===== src/rtl/core/http_request_head_parser_core_macros.svh =====
// assertion macros for the request head parser core
// needs i_clk and i_rst_n in the scope of each use
`ifndef HTTP_REQUEST_HEAD_PARSER_CORE_MACROS_SVH
`define HTTP_REQUEST_HEAD_PARSER_CORE_MACROS_SVH

// same-cycle implication, checked out of reset
`define HRHP_ASSERT_NOW(lbl, ante, cons, msg) \
    lbl: assert property (@(posedge i_clk) disable iff (!i_rst_n) (ante) |-> (cons)) \
        else $error(msg);

// next-cycle implication, checked out of reset
`define HRHP_ASSERT_NEXT(lbl, ante, cons, msg) \
    lbl: assert property (@(posedge i_clk) disable iff (!i_rst_n) (ante) |=> (cons)) \
        else $error(msg);

`endif


===== src/rtl/core/hrhp_pkg.sv =====
// shared types and constants of the request head parser core
// no dependencies
package hrhp_pkg;

    localparam int BUFFER_BYTES = 4096;
    localparam int POS_W        = $clog2(BUFFER_BYTES + 1);
    localparam int OUT_POS_W    = 12;

    localparam logic [7:0] CH_HT    = 8'h09;
    localparam logic [7:0] CH_LF    = 8'h0A;
    localparam logic [7:0] CH_CR    = 8'h0D;
    localparam logic [7:0] CH_SP    = 8'h20;
    localparam logic [7:0] CH_COLON = 8'h3A;
    localparam logic [7:0] CH_QMARK = 8'h3F;

    typedef logic [POS_W-1:0]     t_pos;
    typedef logic [OUT_POS_W-1:0] t_out_pos;

    typedef enum logic [2:0] {
        PH_METHOD,
        PH_PATH,
        PH_QUERY,
        PH_PROTO,
        PH_HEADERS,
        PH_DONE,
        PH_ERROR
    } t_phase;

    typedef enum logic [3:0] {
        EV_METHOD_END  = 4'd0,
        EV_PATH_QUERY  = 4'd1,
        EV_PATH_END    = 4'd2,
        EV_QUERY_END   = 4'd3,
        EV_LINE_PATH   = 4'd4,
        EV_LINE_QUERY  = 4'd5,
        EV_LINE_PROTO  = 4'd6,
        EV_HEADER      = 4'd7,
        EV_HEAD_END    = 4'd8,
        EV_BAD_REQUEST = 4'd9
    } t_event;

    typedef struct packed {
        t_phase     phase;
        t_pos       pos;
        logic [7:0] prev_byte;
        logic [7:0] prev2_byte;
        t_pos       hdr_start;
        t_pos       key_start;
        t_pos       key_end;
        t_pos       val_start;
        logic       ks_vld;
        logic       ke_vld;
        logic       vs_vld;
    } t_state;

    localparam t_state STATE_RESET = '{
        phase:      PH_METHOD,
        pos:        '0,
        prev_byte:  '0,
        prev2_byte: '0,
        hdr_start:  '0,
        key_start:  '0,
        key_end:    '0,
        val_start:  '0,
        ks_vld:     1'b0,
        ke_vld:     1'b0,
        vs_vld:     1'b0
    };

    typedef struct packed {
        logic       cmd;
        logic [7:0] data_byte;
    } t_item;

    typedef struct packed {
        logic     vld;
        t_event   ev;
        t_out_pos pos_a;
        t_out_pos pos_b;
        t_out_pos pos_c;
        t_out_pos pos_d;
    } t_result;

endpackage


===== src/rtl/core/hrhp_ifs.sv =====
// valid/ready channel interfaces of the request head parser core
// depends on hrhp_pkg
interface hrhp_req_if;
    logic       valid;
    logic       ready;
    logic       cmd;
    logic [7:0] data_byte;

    modport source (output valid, output cmd, output data_byte, input ready);
    modport sink   (input valid, input cmd, input data_byte, output ready);
endinterface

interface hrhp_res_if;
    logic                           valid;
    logic                           ready;
    logic [3:0]                     event_res;
    logic [hrhp_pkg::OUT_POS_W-1:0] pos_a;
    logic [hrhp_pkg::OUT_POS_W-1:0] pos_b;
    logic [hrhp_pkg::OUT_POS_W-1:0] pos_c;
    logic [hrhp_pkg::OUT_POS_W-1:0] pos_d;

    modport source (output valid, output event_res, output pos_a, output pos_b,
                    output pos_c, output pos_d, input ready);
    modport sink   (input valid, input event_res, input pos_a, input pos_b,
                    input pos_c, input pos_d, output ready);
endinterface


===== src/rtl/core/hrhp_in_reg.sv =====
// input register stage: holds one request item ahead of the parse step
// depends on hrhp_pkg and hrhp_req_if
module hrhp_in_reg (
    input  logic              i_clk,
    input  logic              i_rst_n,
    hrhp_req_if.sink          i_req,
    input  logic              i_adv,
    output logic              o_vld,
    output hrhp_pkg::t_item   o_item
);
    import hrhp_pkg::*;

    logic  r_vld;
    t_item r_item;

    // refill whenever empty or the held item moves on
    assign i_req.ready = !r_vld || i_adv;

    always_ff @(posedge i_clk) begin
        if (!i_rst_n) begin
            r_vld <= 1'b0;
        end else if (i_req.ready) begin
            r_vld <= i_req.valid;
        end
    end

    always_ff @(posedge i_clk) begin
        if (i_req.ready && i_req.valid) begin
            r_item <= '{cmd: i_req.cmd, data_byte: i_req.data_byte};
        end
    end

    assign o_vld  = r_vld;
    assign o_item = r_item;
endmodule


===== src/rtl/core/hrhp_step.sv =====
// per-byte parse step: next scanner state and result from state and item
// depends on hrhp_pkg
module hrhp_step (
    input  logic              i_go,
    input  hrhp_pkg::t_item   i_item,
    input  hrhp_pkg::t_state  i_state,
    output hrhp_pkg::t_state  o_state,
    output hrhp_pkg::t_result o_res
);
    import hrhp_pkg::*;

    logic [7:0] c;
    t_pos       p;
    logic       ovf;
    logic       halted;
    logic [7:0] lc;
    logic       head_end;
    logic       colon_take;
    logic       line_brk;
    t_pos       vend;
    t_pos       ks_eff;
    t_pos       ke_eff;
    t_pos       vs_eff;
    t_pos       vs_cur;

    // byte decode shared by state and result logic
    always_comb begin
        c          = i_item.data_byte;
        p          = i_state.pos;
        ovf        = (p >= t_pos'(BUFFER_BYTES));
        halted     = !(i_state.phase == PH_METHOD || i_state.phase == PH_PATH ||
                       i_state.phase == PH_QUERY  || i_state.phase == PH_PROTO ||
                       i_state.phase == PH_HEADERS);
        lc         = (p > i_state.hdr_start) ? i_state.prev_byte : 8'h00;
        head_end   = (c == CH_LF) && (lc == CH_CR) && (i_state.prev2_byte == CH_LF);
        colon_take = !i_state.ke_vld && (c == CH_COLON);
        line_brk   = (lc == CH_LF) && (c != CH_SP) && (c != CH_HT);
        vend       = p - t_pos'(2);
        ks_eff     = i_state.ks_vld ? i_state.key_start
                                    : ((lc == 8'h00) ? p : p - t_pos'(1));
        vs_cur     = (i_state.ke_vld && !i_state.vs_vld) ? p : i_state.val_start;
        ke_eff     = i_state.ke_vld ? i_state.key_end : vend;
        vs_eff     = i_state.ke_vld ? vs_cur : vend;
    end

    // next state
    always_comb begin
        o_state = i_state;
        if (i_go) begin
            if (i_item.cmd) begin
                o_state = STATE_RESET;
            end else if (!halted) begin
                if (ovf) begin
                    o_state.phase = PH_ERROR;
                end else begin
                    case (i_state.phase)
                        PH_METHOD: begin
                            if (c == CH_SP) begin
                                o_state.phase = PH_PATH;
                            end else if (c == CH_LF) begin
                                o_state.phase = PH_ERROR;
                            end
                        end
                        PH_PATH, PH_QUERY, PH_PROTO: begin
                            if (c == CH_LF) begin
                                o_state.phase     = PH_HEADERS;
                                o_state.hdr_start = p + t_pos'(1);
                                o_state.ks_vld    = 1'b0;
                                o_state.ke_vld    = 1'b0;
                                o_state.vs_vld    = 1'b0;
                            end else if (i_state.phase == PH_PATH && c == CH_QMARK) begin
                                o_state.phase = PH_QUERY;
                            end else if (i_state.phase != PH_PROTO && c == CH_SP) begin
                                o_state.phase = PH_PROTO;
                            end
                        end
                        PH_HEADERS: begin
                            if (head_end) begin
                                o_state.phase = PH_DONE;
                            end else begin
                                o_state.key_start = ks_eff;
                                o_state.ks_vld    = 1'b1;
                                if (colon_take) begin
                                    o_state.key_end = p;
                                    o_state.ke_vld  = 1'b1;
                                end else if (line_brk) begin
                                    o_state.key_end   = ke_eff;
                                    o_state.val_start = vs_eff;
                                    o_state.ks_vld    = 1'b0;
                                    o_state.ke_vld    = 1'b0;
                                    o_state.vs_vld    = 1'b0;
                                end else begin
                                    o_state.val_start = vs_cur;
                                    o_state.vs_vld    = i_state.vs_vld | i_state.ke_vld;
                                end
                            end
                        end
                        default: begin
                            o_state.phase = i_state.phase;
                        end
                    endcase
                    o_state.prev2_byte = i_state.prev_byte;
                    o_state.prev_byte  = c;
                    o_state.pos        = p + t_pos'(1);
                end
            end
        end
    end

    // result item
    always_comb begin
        o_res = '{vld: 1'b0, ev: EV_BAD_REQUEST, pos_a: '0, pos_b: '0,
                  pos_c: '0, pos_d: '0};
        if (i_go && !i_item.cmd && !halted) begin
            if (ovf) begin
                o_res.vld = 1'b1;
            end else begin
                case (i_state.phase)
                    PH_METHOD: begin
                        if (c == CH_SP) begin
                            o_res.vld   = 1'b1;
                            o_res.ev    = EV_METHOD_END;
                            o_res.pos_a = t_out_pos'(p);
                            o_res.pos_b = t_out_pos'(p + t_pos'(1));
                        end else if (c == CH_LF) begin
                            o_res.vld = 1'b1;
                        end
                    end
                    PH_PATH, PH_QUERY, PH_PROTO: begin
                        o_res.pos_a = t_out_pos'(p);
                        o_res.pos_b = t_out_pos'(p + t_pos'(1));
                        if (c == CH_LF) begin
                            o_res.vld   = 1'b1;
                            o_res.pos_a = t_out_pos'(p - t_pos'(1));
                            o_res.ev    = (i_state.phase == PH_PATH)  ? EV_LINE_PATH :
                                          (i_state.phase == PH_QUERY) ? EV_LINE_QUERY :
                                                                        EV_LINE_PROTO;
                        end else if (i_state.phase == PH_PATH && c == CH_QMARK) begin
                            o_res.vld = 1'b1;
                            o_res.ev  = EV_PATH_QUERY;
                        end else if (i_state.phase != PH_PROTO && c == CH_SP) begin
                            o_res.vld = 1'b1;
                            o_res.ev  = (i_state.phase == PH_PATH) ? EV_PATH_END
                                                                   : EV_QUERY_END;
                        end
                    end
                    PH_HEADERS: begin
                        if (head_end) begin
                            o_res.vld   = 1'b1;
                            o_res.ev    = EV_HEAD_END;
                            o_res.pos_a = t_out_pos'(p - t_pos'(1));
                            o_res.pos_b = t_out_pos'(p + t_pos'(1));
                        end else if (!colon_take && line_brk && (ks_eff < ke_eff)) begin
                            o_res.vld   = 1'b1;
                            o_res.ev    = EV_HEADER;
                            o_res.pos_a = t_out_pos'(ks_eff);
                            o_res.pos_b = t_out_pos'(ke_eff);
                            o_res.pos_c = t_out_pos'(vs_eff);
                            o_res.pos_d = t_out_pos'(vend);
                        end
                    end
                    default: begin
                        o_res.vld = 1'b0;
                    end
                endcase
            end
        end
    end
endmodule


===== src/rtl/core/hrhp_out_reg.sv =====
// result register stage: holds one result item until the sink takes it
// depends on hrhp_pkg and hrhp_res_if
module hrhp_out_reg (
    input  logic              i_clk,
    input  logic              i_rst_n,
    input  hrhp_pkg::t_result i_res,
    output logic              o_free,
    hrhp_res_if.source        o_res
);
    import hrhp_pkg::*;

    logic    r_vld;
    t_result r_res;

    assign o_free = !r_vld || o_res.ready;

    always_ff @(posedge i_clk) begin
        if (!i_rst_n) begin
            r_vld <= 1'b0;
        end else if (o_free) begin
            r_vld <= i_res.vld;
        end
    end

    always_ff @(posedge i_clk) begin
        if (o_free && i_res.vld) begin
            r_res <= i_res;
        end
    end

    assign o_res.valid     = r_vld;
    assign o_res.event_res = r_res.ev;
    assign o_res.pos_a     = r_res.pos_a;
    assign o_res.pos_b     = r_res.pos_b;
    assign o_res.pos_c     = r_res.pos_c;
    assign o_res.pos_d     = r_res.pos_d;
endmodule


===== src/rtl/core/http_request_head_parser_core.sv =====
// http request head parser core: one request byte per item, boundary results out
// path: a byte item is held in the input register, its result item in the result register
// throughput: 1 item per cycle while the result register is free, set by the state update loop
// reset: i_rst_n synchronous active low, clears scanner state and both stage valids
// depends on hrhp_pkg, hrhp_ifs, hrhp_in_reg, hrhp_step, hrhp_out_reg and the macros
`include "http_request_head_parser_core_macros.svh"

module http_request_head_parser_core (
    input  logic       i_clk,
    input  logic       i_rst_n,
    hrhp_req_if.sink   i_req,
    hrhp_res_if.source o_res
);
    import hrhp_pkg::*;

    // input stage outputs
    logic    w_item_vld;
    t_item   w_item;

    // step advances when the result register can take whatever it makes
    logic    w_out_free;
    logic    w_go;

    // scanner state, updated once per item
    t_state  r_state;
    t_state  n_state;
    t_result w_res;

    assign w_go = w_item_vld && w_out_free;

    // byte enters here and is held until the step advances
    hrhp_in_reg u_in_reg (
        .i_clk   (i_clk),
        .i_rst_n (i_rst_n),
        .i_req   (i_req),
        .i_adv   (w_go),
        .o_vld   (w_item_vld),
        .o_item  (w_item)
    );

    // all per-byte decisions are combinational off the held item and state
    hrhp_step u_step (
        .i_go    (w_go),
        .i_item  (w_item),
        .i_state (r_state),
        .o_state (n_state),
        .o_res   (w_res)
    );

    // state register, restart command is handled inside the step
    always_ff @(posedge i_clk) begin
        if (!i_rst_n) begin
            r_state <= STATE_RESET;
        end else begin
            r_state <= n_state;
        end
    end

    // result register decouples the sink from the step
    hrhp_out_reg u_out_reg (
        .i_clk   (i_clk),
        .i_rst_n (i_rst_n),
        .i_res   (w_res),
        .o_free  (w_out_free),
        .o_res   (o_res)
    );

    // bad request never carries a position
    `HRHP_ASSERT_NOW(a_bad_req_zero, o_res.valid && (o_res.event_res == EV_BAD_REQUEST), (o_res.pos_a == '0) && (o_res.pos_b == '0) && (o_res.pos_c == '0) && (o_res.pos_d == '0), "bad request item with nonzero position")

    // restart brings the scanner back to the start of a request
    `HRHP_ASSERT_NEXT(a_restart_clears, w_go && w_item.cmd, (r_state.phase == PH_METHOD) && (r_state.pos == '0) && !r_state.ks_vld, "restart did not clear scanner state")

    // a finished or failed request ignores data bytes
    `HRHP_ASSERT_NEXT(a_halt_sticks, w_go && !w_item.cmd && ((r_state.phase == PH_DONE) || (r_state.phase == PH_ERROR)), (r_state.phase == $past(r_state.phase)) && (r_state.pos == $past(r_state.pos)) && !o_res.valid, "data byte changed a halted scanner")

endmodule


===== src/flat_wrapper.sv =====
// flat-port wrapper written by rule: the top's interface ports become plain ports
module http_request_head_parser_core_flat import hrhp_pkg::*;
  (i_clk, i_rst_n, i_req_valid, i_req_cmd, i_req_data_byte, i_req_ready, o_res_valid, o_res_event_res, o_res_pos_a, o_res_pos_b, o_res_pos_c, o_res_pos_d, o_res_ready);
  hrhp_req_if i_req_i ();
  hrhp_res_if o_res_i ();
  input  logic i_clk;
  input  logic i_rst_n;
  input wire logic [$bits(i_req_i.valid)-1:0] i_req_valid;
  input wire logic [$bits(i_req_i.cmd)-1:0] i_req_cmd;
  input wire logic [$bits(i_req_i.data_byte)-1:0] i_req_data_byte;
  output wire logic [$bits(i_req_i.ready)-1:0] i_req_ready;
  output wire logic [$bits(o_res_i.valid)-1:0] o_res_valid;
  output wire logic [$bits(o_res_i.event_res)-1:0] o_res_event_res;
  output wire logic [$bits(o_res_i.pos_a)-1:0] o_res_pos_a;
  output wire logic [$bits(o_res_i.pos_b)-1:0] o_res_pos_b;
  output wire logic [$bits(o_res_i.pos_c)-1:0] o_res_pos_c;
  output wire logic [$bits(o_res_i.pos_d)-1:0] o_res_pos_d;
  input wire logic [$bits(o_res_i.ready)-1:0] o_res_ready;
  assign i_req_i.valid = i_req_valid;
  assign i_req_i.cmd = i_req_cmd;
  assign i_req_i.data_byte = i_req_data_byte;
  assign i_req_ready = i_req_i.ready;
  assign o_res_valid = o_res_i.valid;
  assign o_res_event_res = o_res_i.event_res;
  assign o_res_pos_a = o_res_i.pos_a;
  assign o_res_pos_b = o_res_i.pos_b;
  assign o_res_pos_c = o_res_i.pos_c;
  assign o_res_pos_d = o_res_i.pos_d;
  assign o_res_i.ready = o_res_ready;
  http_request_head_parser_core u_core (.i_clk(i_clk), .i_rst_n(i_rst_n), .i_req(i_req_i), .o_res(o_res_i));
endmodule

===== config.mk =====
export PLATFORM = sky130hd
export DESIGN_NAME = http_request_head_parser_core_flat
export DESIGN_NICKNAME = d
export VERILOG_FILES = /design/src/rtl/core/hrhp_pkg.sv /design/src/rtl/core/hrhp_ifs.sv /design/src/rtl/core/hrhp_in_reg.sv /design/src/rtl/core/hrhp_step.sv /design/src/rtl/core/hrhp_out_reg.sv /design/src/rtl/core/http_request_head_parser_core.sv /design/src/flat_wrapper.sv
export VERILOG_INCLUDE_DIRS = /design/src /design/src/rtl/core
export SDC_FILE = /design/constraint.sdc
export NUM_CORES = 1
export LEC_CHECK = 0
export BUFFER_PORTS_ARGS = -buffer_cell sky130_fd_sc_hd__buf_2
export CELL_PAD_IN_SITES_DETAIL_PLACEMENT = 1
export CELL_PAD_IN_SITES_GLOBAL_PLACEMENT = 2
export CORE_MARGIN = 1
export CORE_UTILIZATION = 35
export DETAILED_ROUTE_END_ITERATION = 8
export GPL_ROUTABILITY_DRIVEN = 0
export GPL_TIMING_DRIVEN = 0
export PLACE_DENSITY = 0.81
export SETUP_SLACK_MARGIN = 0.1
export SYNTH_ARGS = -nofsm -noshare
export SYNTH_HDL_FRONTEND = slang
export SYNTH_SLANG_ARGS = --single-unit

===== constraint.sdc =====
create_clock -name i_clk -period 10.4 [get_ports i_clk]
set_input_delay 1.04 -clock i_clk [delete_from_list [all_inputs] [get_ports i_clk]]
set_output_delay 1.04 -clock i_clk [all_outputs]
set_load 0.01 [all_outputs]

==> results.ini, run 1 <==
[power]
switching_power_w=0.000319
switching_share_pct=23.9
p_leak_nw=3.54
powerDensity_nw_per_um2=132
p_comb_share_pct=5.1
pwr-share-clk_pct=48.8
seqPwrFrac_pct=46.1
p_int_w=0.00101
peakVddDrop_uv=81.0

[critical_path]
cp.arrival_ns=7.08
crit_type=reg -> reg
critPathLaunchType=flip-flop
crit_chain=clkbuf_1 > inv_1 > ha_1 > clkbuf_1 > nand2_1 > or3_1 > a21oi_1 > nand2_1 > xor2_1 > o21a_1 > inv_1 > ha_1 > and3_1 > a221oi_1 > o21ai_0 > o21ai_0 > nand3b_1 > nor4b_1 > o31ai_1 > a21boi_4 > buf_12
cp_max_fo=31
path_delay_family=compound AO/OA/AOI/OAI gates
max_stage_delay_ns=0.80
cp_data_required_time_ns=10.53
end_kind=flip-flop
cp_num_buf_inv=5
crit_slowest_cell=a21boi_4

[job]
maxCapViolations=0

[routing]
via_count=8192
wl_per_cell_um=23.0
drc=0
ant_nets=0
first_iter_violations=594
via_per_inst=5.79
wirelength_um=32600
dr.pass1.iters=5

[yosys]
synth_area_leaders=edfxtp_1 21%, dfxtp_1 20%, o21ai_0 5.3%
synth.most_common_cell=o21ai_0
synth_nets=1038
synthFlopType=dfxtp_1
netlist_instances=994
synth_edf_count=61
ys_seq_area_share_pct=41.1
async_flop_share_pct=0
synth_area_per_cell_um2=8.79
synth_common_cells=93 x o21ai_0, 88 x dfxtp_1, 76 x a21oi_1, 76 x nor2_1, 72 x nand2_1
yosysTopAreaCell=edfxtp_1
syn_area_um2=8740
ys_ff_latch=149
synth.distinct_cells=86
yosysWarnings=0
yosys.area.top_type_share_pct=21.0

[placed_design]
io_buffers=65
preCtsSetupSlack_ns=3.54
dp.cells=1384
hpwl_um=24500

[cts]
clock_path_buffers=2
cts.clk_slew.worst_paths_ns=0.07
insertion_delay_ns=0.44
cts_sinks=149
cts_setup_buffers=0
htree_num_levels=4
post_cts_resized=0
cts_hold_buf=0
root_buffer=clkbuf_16
cts_buffers=17
cts_tree=built

[sta]
finalCriticalPeriod_ns=6.95
rsz0062_at_grt=false
setup_slack_ns=3.45
hold_viol_final=0
slew_headroom_pct=34.5
period_share_pct=66.8
tightest_slew_ns=0.976
fmax_ghz=0.144
setup_viol=0
finClkSkew_ns=0.0128
finalMaxSlewViolations=0

[global_route]
antenna_found_initial=0
grt_start_max_net_pins=32
grt_pass1_vias=8131
grt_pass1_wl_um=49100
track_usage_pct=25.6
overflow=0

[floorplan]
fp.coreArea_um2=24400
io_pins=67
fp.dieH_um=160
fp.dieW_um=160
rows=57
dieArea_um2=25600
start_util_pct=35.8

[cells_and_area]
multiInputGateArea_um2=4700
syn2layout_area_growth_pct=15.7
instances_no_fill=1416
nNetsFinal=1123
n_antenna_cell=0
n_fill_cell=2969
drive_above_1_share_pct=12.6
seq_area_um2=3590

[worst_hold_path]
hp-class=reg -> reg

[run_status]
status=complete, no violations

placed cells by master, fill, tap and decap left out, types with 15 or more instances in the layout:
cell,synthesis,final
nand2_1,72,72
edfxtp_1,61,61
xnor2_1,20,20
ha_1,31,31
clkbuf_16,0,17
nand3_1,24,24
a21oi_1,76,76
dfxtp_1,88,88
nor2b_1,50,50
nor3_1,27,27
and2_1,15,15
clkbuf_1,59,60
a22oi_1,24,24
mux2i_1,17,17
nor2_1,76,76
buf_2,8,73
o21ai_0,93,93
inv_1,39,39
registers in the layout, summed over array words and instances (netlist names):
signal and count:
u_core.u_out_reg.o_res.pos_d 12, u_core.u_out_reg.o_res.pos_c 12, u_core.u_out_reg.o_res.event_res 4, u_core.u_out_reg.o_res.pos_a 12, u_core.u_out_reg.o_res.pos_b 12, u_core.u_out_reg.o_res.valid 1
u_core.r_state 86, u_core.u_in_reg.o_vld 1, u_core.u_in_reg.o_item 9
final cells by class:
cell class | count | share of cell area [%]
multi-input combinational | 731 | 46.5
tap | 324 | 4.01
timing repair buffer | 66 | 3.42
clock buffer | 19 | 4.38
inverter | 40 | 1.49
sequential | 149 | 35.5
clock inverter | 13 | 1.56
buffer | 74 | 3.12
per-stage QoR:
stage / total power [W] / area [um^2] / util (%) / hold slack [ns] / setup TNS, ns
global placement: 0.000693 / 9470 / 38.8 / 0.440 / -50.77
finish: 0.00133 / 10100 / 41.4 / 0.466 / 0
global route: 0.00136 / 10100 / 41.4 / 0.480 / 0
detailed placement: 0.000694 / 9500 / 39.0 / 0.449 / 0
CTS: 0.00134 / 10100 / 41.4 / 0.465 / 0
floorplan: 0.000669 / 8740 / - / 0.424 / 0
worst paths after layout:
check	from	end	slack, ns	cells past startpoint
max reg2reg	u_core.r_state[72]	u_core.u_out_reg.o_res.pos_a[10]	3.45	21
min	u_core.r_state[24]	u_core.r_state[24]	0.47	2
min reg2reg	u_core.r_state[24]	u_core.r_state[24]	0.47	2
max	u_core.r_state[72]	u_core.u_out_reg.o_res.pos_a[10]	3.45	21
worst min-delay path: stages (launching register included):
cell and delay [ns]:
dfxtp_1 0.32, nand2_1 0.06, a21boi_1 0.05
power groups by stage:
stage / registers, W / logic, W / clock network, W
finish: 0.000615 / 0.0000677 / 0.000650
global route: 0.000615 / 0.0000734 / 0.000677
CTS: 0.000614 / 0.0000668 / 0.000656
detailed placement: 0.000627 / 0.0000664 / 0
global placement: 0.000627 / 0.0000656 / 0
floorplan: 0.000625 / 0.0000438 / 0
cell families after synthesis:
kind of cell / count (synthesis) / share of synthesized area (%)
AND/OR/NAND/NOR: 334 / 20.4
buffers and inverters: 114 / 5.33
multiplexers: 19 / 2.20
AO/OA/AOI/OAI: 318 / 23.6
XOR/XNOR: 28 / 2.81
adder cells (fa/ha/maj): 32 / 4.55
flip-flops: 149 / 41.1
metal layers:
| metal | part of all wire, % | wire (um) | global-route usage [%] | up-vias |
|---|---|---|---|---|
| met5 | 0 | 0 | 0 | - |
| met1 | 44 | 14300 | 32.7 | 4037 |
| met4 | 4.8 | 1560 | 12.9 | 0 |
| met2 | 46 | 15000 | 41.4 | 270 |
| met3 | 5.3 | 1730 | 4.57 | 76 |
| li1 | - | - | - | 3809 |
(Power assumes the default switching activity.)
==> run 2, diff against run 1 <==
--- a/config.mk
+++ b/config.mk
@@ -10,11 +10,11 @@
 export CELL_PAD_IN_SITES_DETAIL_PLACEMENT = 1
 export CELL_PAD_IN_SITES_GLOBAL_PLACEMENT = 2
 export CORE_MARGIN = 1
-export CORE_UTILIZATION = 35
+export CORE_UTILIZATION = 34
 export DETAILED_ROUTE_END_ITERATION = 8
 export GPL_ROUTABILITY_DRIVEN = 0
 export GPL_TIMING_DRIVEN = 0
-export PLACE_DENSITY = 0.81
+export PLACE_DENSITY = 0.82
 export SETUP_SLACK_MARGIN = 0.1
 export SYNTH_ARGS = -nofsm -noshare
 export SYNTH_HDL_FRONTEND = slang
==> constraint.sdc (replaced) <==
create_clock -name i_clk -period 5.9 [get_ports i_clk]
set_input_delay 0.59 -clock i_clk [delete_from_list [all_inputs] [get_ports i_clk]]
set_output_delay 0.59 -clock i_clk [all_outputs]
set_load 0.01 [all_outputs]
==> run 2 against run 1 <==
Combinational power is 88% higher. Critical path depth up 2. Die area up 2.9%. Register-to-register slack got worse by 3.1 ns. Sequential power grew 76%. Power rose by 74%. Global-route usage is 0.26 points higher. Cell count grew 1.3%. Flip-flop and latch count did not move. Non-clock buffer count rose by 12. Critical path type unchanged. Largest cell class unchanged. Largest power group unchanged.
==> results.ini, run 2 (same netlist as run 1, synthesis figures left out) <==
[critical_path]
critPathLaunchType=flip-flop  ; unchanged
end_kind=flip-flop  ; unchanged
crit_type=reg -> reg  ; unchanged
path_delay_family=compound AO/OA/AOI/OAI gates  ; unchanged
cp_num_buf_inv=7  ; was 5
crit_chain=clkbuf_2 > inv_1 > ha_1 > clkbuf_2 > nand2_2 > or3_4 > a21oi_1 > nand2_1 > xor2_1 > o21a_1 > inv_1 > ha_1 > and3_1 > a221oi_1 > o21ai_0 > o21ai_1 > nand3b_1 > buf_4 > nor2_1 > o31ai_2 > a21boi_4 > buf_12 > buf_12  ; was clkbuf_1 > inv_1 > ha_1 > clkbuf_1 > nand2_1 > or3_1 > a21oi_1 > nand2_1 > xor2_1 > o21a_1 > inv_1 > ha_1 > and3_1 > a221oi_1 > o21ai_0 > o21ai_0 > nand3b_1 > nor4b_1 > o31ai_1 > a21boi_4 > buf_12
crit_slowest_cell=or3_4  ; was a21boi_4
cp_data_required_time_ns=6.04  ; was 10.53 ns
cp_max_fo=32  ; was 31
cp.arrival_ns=5.72  ; was 7.08 ns
max_stage_delay_ns=0.45  ; was 0.80 ns

[global_route]
grt_pass1_wl_um=50300  ; was 49,100 um
antenna_found_initial=0  ; unchanged
top_usage_layer=met2  ; unchanged
grt_start_max_net_pins=33  ; was 32
grt_pass1_vias=8181  ; was 8,131
grt_use_met1_pct=33.9  ; was 32.7%
overflow=0  ; unchanged
use_met2_pct=41.9  ; was 41.4%
track_usage_pct=25.9  ; was 25.6%
grt_use_met3_pct=3.40  ; was 4.57%

[cells_and_area]
n_antenna_cell=0  ; unchanged
largest_register_ffs=86  ; unchanged
design_area_um2=10300  ; was 10,100 um^2
layout_commonest_cell=o21ai_0  ; unchanged
syn2layout_area_growth_pct=17.7  ; was 15.7%
layout_common_cells=92 x o21ai_0, 88 x dfxtp_1, 76 x nor2_1, 76 x a21oi_1, 74 x buf_2  ; was 93 x o21ai_0, 88 x dfxtp_1, 76 x nor2_1, 76 x a21oi_1, 73 x buf_2
final_util_pct=40.8  ; was 41.4%
nNetsFinal=1136  ; was 1,123
drive_above_1_share_pct=15.0  ; was 12.6%
top_register=u_core.r_state  ; unchanged

[power]
peakVddDrop_uv=166  ; was 81.0 uV
p_leak_nw=3.61  ; was 3.54 nW
powerDensity_nw_per_um2=225  ; was 132 nW/um^2

[cts]
insertion_delay_ns=0.44  ; about the same
cts.clk_slew.worst_paths_ns=0.07  ; about the same
clock_path_buffers=2  ; unchanged
cts_tree=built  ; unchanged
cts_hold_buf=0  ; unchanged
cts_buffers=17  ; unchanged
cts_sinks=149  ; unchanged
root_buffer=clkbuf_16  ; unchanged
htree_num_levels=4  ; unchanged

[sta]
rsz0062_at_grt=false  ; unchanged
hold_viol_final=0  ; unchanged
period_share_pct=94.7  ; was 66.8%
finalCriticalPeriod_ns=5.59  ; was 6.95 ns
fmax_ghz=0.179  ; was 0.144 GHz
setup_viol=0  ; unchanged
finClkSkew_ns=0.0122  ; was 0.0128 ns
slew_headroom_pct=28.9  ; was 34.5%
finalMaxSlewViolations=0  ; unchanged
tightest_slew_ns=1.06  ; was 0.976 ns

[placed_design]
postPlaceCellArea_um2=9510  ; was 9500 um^2
io_buffers=65  ; unchanged
hpwl_um=24400  ; was 24,500 um

[floorplan]
fp.dieH_um=162  ; was 160 um
io_pins=67  ; unchanged
fp.coreArea_um2=25200  ; was 24,400 um^2
dieArea_um2=26300  ; was 25,600 um^2
fp.dieW_um=162  ; was 160 um
start_util_pct=34.7  ; was 35.8%
rows=58  ; was 57

[routing]
drc=0  ; unchanged
via_count=8184  ; was 8,192
first_iter_violations=632  ; was 594
ant_nets=0  ; unchanged
via_per_inst=5.70  ; was 5.79
dr.pass1.iters=8  ; was 5
wirelength_um=33200  ; was 32,600 um
wl_per_cell_um=23.1  ; was 23.0 um

[worst_hold_path]
hp-class=in -> reg  ; was reg -> reg

[run_status]
status=complete, no violations  ; unchanged

[job]
maxCapViolations=0  ; unchanged

-- run 2: worst reg2reg max path, stage by stage, from the launching register on --
cell,delay (ns)
dfxtp_1,0.42
clkbuf_2,0.30
inv_1,0.18
ha_1,0.17
clkbuf_2,0.24
nand2_2,0.21
or3_4,0.45
a21oi_1,0.22
nand2_1,0.10
xor2_1,0.15
o21a_1,0.17
inv_1,0.05
ha_1,0.29
and3_1,0.18
a221oi_1,0.39
o21ai_0,0.13
o21ai_1,0.23
nand3b_1,0.23
buf_4,0.20
nor2_1,0.18
o31ai_2,0.18
a21boi_4,0.24
buf_12,0.15
buf_12,0.20
-- run 2: power by group --
group	leakage, nW	total (W)	internal, W	switching [W]
Sequential	1.18	0.00108	0.00107	0.00000941
Combinational	2.16	0.000127	0.0000422	0.0000845
Clock	0.272	0.00110	0.000624	0.000481
Total	3.61	0.00231	0.00174	0.000574
-- run 2: cell type report --
class	count	area [um^2]
Fill cell	3013	14900
Inverter	40	154
Clock buffer	20	437
Buffer	74	320
Timing Repair Buffer	78	448
Clock inverter	12	133
Tap cell	330	413
Sequential cell	149	3590
Multi-Input combinational cell	732	4790
-- run 2: what timing repair did --
action / CTS / global route
hold endpoints to repair: 0 / 0
gates resized for setup: 10 / 13
buffers inserted: 6 / 6
pin swaps: 2 / 2
endpoints found under the setup margin: 74 / 67
gates cloned: 1 / 0
-- run 2: routing by layer --
layer  wire [um]  up-vias
met1       14900     4047
met4        1250        0
li1            -     3819
met2       15400      251
met3        1560       67
met5           0        -
-- run 2: worst paths after layout --
check	start	endpoint	slack, ns	depth (start not counted)
setup / recovery	u_core.r_state[73]	u_core.u_out_reg.o_res.pos_a[10]	0.31	23
hold / removal	i_req_data_byte[5]	u_core.u_in_reg.o_item[5]	0.32	1
setup reg to reg	u_core.r_state[73]	u_core.u_out_reg.o_res.pos_a[10]	0.31	23
hold reg to reg	u_core.r_state[24]	u_core.r_state[24]	0.46	2
-- run 2: through the flow --
stage / setup slack (ns) / hold slack, ns / instances / total power (W) / setup TNS [ns]
final: 0.312 / 0.317 / 1435 / 0.00231 / 0
after floorplan: 0.177 / 0.424 / 994 / 0.00118 / 0
after CTS: 0.124 / 0.314 / 1429 / 0.00231 / 0
after global placement: -2.06 / 0.440 / 1389 / 0.00122 / -106.72
after global routing: 0.100 / 0.323 / 1435 / 0.00237 / 0
after detailed placement: -0.853 / 0.450 / 1390 / 0.00122 / -39.87
==> run 3, diff against run 2 <==
--- a/config.mk
+++ b/config.mk
@@ -13,7 +13,6 @@
 export CORE_UTILIZATION = 34
 export DETAILED_ROUTE_END_ITERATION = 8
 export GPL_ROUTABILITY_DRIVEN = 0
-export GPL_TIMING_DRIVEN = 0
 export PLACE_DENSITY = 0.82
 export SETUP_SLACK_MARGIN = 0.1
 export SYNTH_ARGS = -nofsm -noshare
==> run 3 against run 2 <==
Critical path type unchanged. Cell count fell by 4.0%. Highest routed layer unchanged. Power shrank 1.2%. Final area decreased by 2.7%. Clock-buffer cell count is the same.
==> results.ini, run 3 (same netlist as run 1, synthesis figures left out) <==
[run_status]
status=complete, no violations  ; unchanged

[cts]
cts_setup_buffers=0  ; was 6
cts_hold_buf=0  ; unchanged
cts.clk_slew.worst_paths_ns=0.07  ; about the same
insertion_delay_ns=0.45  ; was 0.44 ns
cts_tree=built  ; unchanged
clock_path_buffers=2  ; unchanged
cts_sinks=149  ; unchanged
cts_buffers=17  ; unchanged
htree_num_levels=4  ; unchanged
root_buffer=clkbuf_16  ; unchanged
post_cts_resized=0  ; was 10

[sta]
finalMaxSlewViolations=0  ; unchanged
slew_headroom_pct=24.1  ; was 28.9%
setup_viol=0  ; unchanged
finalCriticalPeriod_ns=5.30  ; was 5.59 ns
setup_tns_ns=0  ; unchanged
rsz0062_at_grt=false  ; unchanged
hold_viol_final=0  ; unchanged
tightest_slew_ns=1.14  ; was 1.06 ns
period_share_pct=89.8  ; was 94.7%
finClkSkew_ns=0.0129  ; was 0.0122 ns
fmax_ghz=0.189  ; was 0.179 GHz

[power]
switching_power_w=0.000553  ; was 0.000574 W
p_leak_nw=3.54  ; was 3.61 nW
pwr-share-clk_pct=47.6  ; was 47.7%
p_comb_share_pct=5.0  ; was 5.5%
powerDensity_nw_per_um2=229  ; was 225 nW/um^2
switching_share_pct=24.2  ; was 24.8%
seqPwrFrac_pct=47.3  ; was 46.8%
p_int_w=0.00173  ; was 0.00174 W
peakVddDrop_uv=172  ; was 166 uV

[critical_path]
max_stage_delay_ns=0.59  ; was 0.45 ns
cp_max_fo=37  ; was 32
cp_common_cell=o21ai_0
end_kind=flip-flop  ; unchanged
crit_type=reg -> reg  ; unchanged
crit_slowest_cell=or4_1  ; was or3_4
crit_chain=buf_4 > nor2_1 > nand4_1 > or4_1 > a21oi_1 > nand2_1 > xnor2_1 > mux2i_1 > inv_1 > ha_1 > a2111oi_0 > o21ai_0 > o21ai_0 > nand3b_1 > nor4b_1 > o31ai_1 > a21boi_4 > buf_12  ; was clkbuf_2 > inv_1 > ha_1 > clkbuf_2 > nand2_2 > or3_4 > a21oi_1 > nand2_1 > xor2_1 > o21a_1 > inv_1 > ha_1 > and3_1 > a221oi_1 > o21ai_0 > o21ai_1 > nand3b_1 > buf_4 > nor2_1 > o31ai_2 > a21boi_4 > buf_12 > buf_12
cp.arrival_ns=5.43  ; was 5.72 ns
critPathLaunchType=flip-flop  ; unchanged
cp_data_required_time_ns=6.03  ; was 6.04 ns

[floorplan]
io_pins=67  ; unchanged
dieArea_um2=26300  ; unchanged
fp.dieW_um=162  ; unchanged
start_util_pct=34.7  ; unchanged
fp.dieH_um=162  ; unchanged
fp.coreArea_um2=25200  ; unchanged
rows=58  ; unchanged

[global_route]
grt_pass1_vias=7713  ; was 8,181
track_usage_pct=22.7  ; was 25.9%
grt_pass1_wl_um=45100  ; was 50,300 um
overflow=0  ; unchanged
grt_start_max_net_pins=49  ; was 33
antenna_found_initial=0  ; unchanged

[routing]
ant_nets=0  ; unchanged
wirelength_um=29100  ; was 33,200 um
via_per_inst=5.65  ; was 5.70
dr.pass1.iters=5  ; was 8
wl_per_cell_um=21.1  ; was 23.1 um
drc=0  ; unchanged
first_iter_violations=506  ; was 632
via_count=7780  ; was 8,184

[placed_design]
io_buffers=66  ; was 65
hpwl_um=20900  ; was 24,400 um

[cells_and_area]
syn2layout_area_growth_pct=14.5  ; was 17.7%
drive_above_1_share_pct=14.6  ; was 15.0%
layout_common_cells=92 x o21ai_0, 88 x dfxtp_1, 76 x nor2_1, 76 x a21oi_1, 72 x nand2_1  ; was 92 x o21ai_0, 88 x dfxtp_1, 76 x nor2_1, 76 x a21oi_1, 74 x buf_2
layout_commonest_cell=o21ai_0  ; unchanged
final_util_pct=39.7  ; was 40.8%
top_register=u_core.r_state  ; unchanged
largest_register_ffs=86  ; unchanged
nNetsFinal=1079  ; was 1,136
n_antenna_cell=0  ; unchanged

[worst_hold_path]
hp-class=in -> reg  ; unchanged

[job]
maxCapViolations=0  ; unchanged

[run 3: cell types whose count changed in the layout (fill, tap and decap cells not counted), moves of 3 or more]
cell and change:
clkbuf_1 -55, buf_4 +17, buf_2 -8, clkbuf_2 -4, buf_6 -3, clkinv_4 -3
[run 3: power by group through the flow]
| stage | registers, W | clock network [W] | logic (W) |
|---|---|---|---|
| finish | 0.00108 | 0.00109 | 0.000115 |
| global placement | 0.00110 | 0 | 0.000112 |
| detailed placement | 0.00111 | 0 | 0.000113 |
| global route | 0.00108 | 0.00114 | 0.000125 |
| CTS | 0.00108 | 0.00111 | 0.000114 |
| floorplan | 0.00110 | 0 | 0.0000773 |
[run 3: final cells by class]
| cell class | instances | area [um^2] |
|---|---|---|
| timing repair buffer | 96 | 568 |
| fill | 2980 | 15200 |
| tap | 330 | 413 |
| multi-input combinational | 731 | 4720 |
| sequential | 149 | 3590 |
| clock inverter | 12 | 129 |
| clock buffer | 20 | 437 |
| inverter | 40 | 150 |
[run 3: final timing paths]
| kind | slack [ns] | depth (start not counted) | end | start |
|---|---|---|---|---|
| worst max-delay path | 0.60 | 18 | u_core.u_out_reg.o_res.pos_b[5] | u_core.r_state[78] |
| worst min register to register | 0.45 | 2 | u_core.r_state[24] | u_core.r_state[24] |
| worst max register to register | 0.60 | 18 | u_core.u_out_reg.o_res.pos_b[5] | u_core.r_state[78] |
| worst min-delay path | 0.32 | 1 | u_core.u_in_reg.o_item[0] | i_req_data_byte[0] |
[run 3: per-layer routing]
layer / track usage, % / wire length [um]
met1: 29.7 / 13400
met2: 38.0 / 13800
met3: 4.06 / 1240
met4: 6.95 / 583
met5: 0 / 0
[run 3: critical path: cells and delay by family, from the launching register on]
| kind | cells | cell delay, ns |
|---|---|---|
| flops | 1 | 0.32 |
| simple gates | 6 | 2.10 |
| compound gates | 6 | 1.30 |
| buf+inv | 3 | 0.54 |
| fa+ha+maj | 1 | 0.22 |
| xor+xnor | 1 | 0.14 |
| mux | 1 | 0.31 |
[run 3: stage by stage]
stage                     std cells  hold slack (ns)  power [W]  instance area (um^2)  worst slack, ns
final                          1378            0.321    0.00229                 10000            0.602
after global routing           1378            0.311    0.00235                 10000            0.145
after CTS                      1378            0.313    0.00230                 10000            0.632
after global placement         1346            0.434    0.00122                  9440            0.711
after floorplan                 994            0.424    0.00118                  8740            0.177
after detailed placement       1346            0.447    0.00122                  9440            0.652
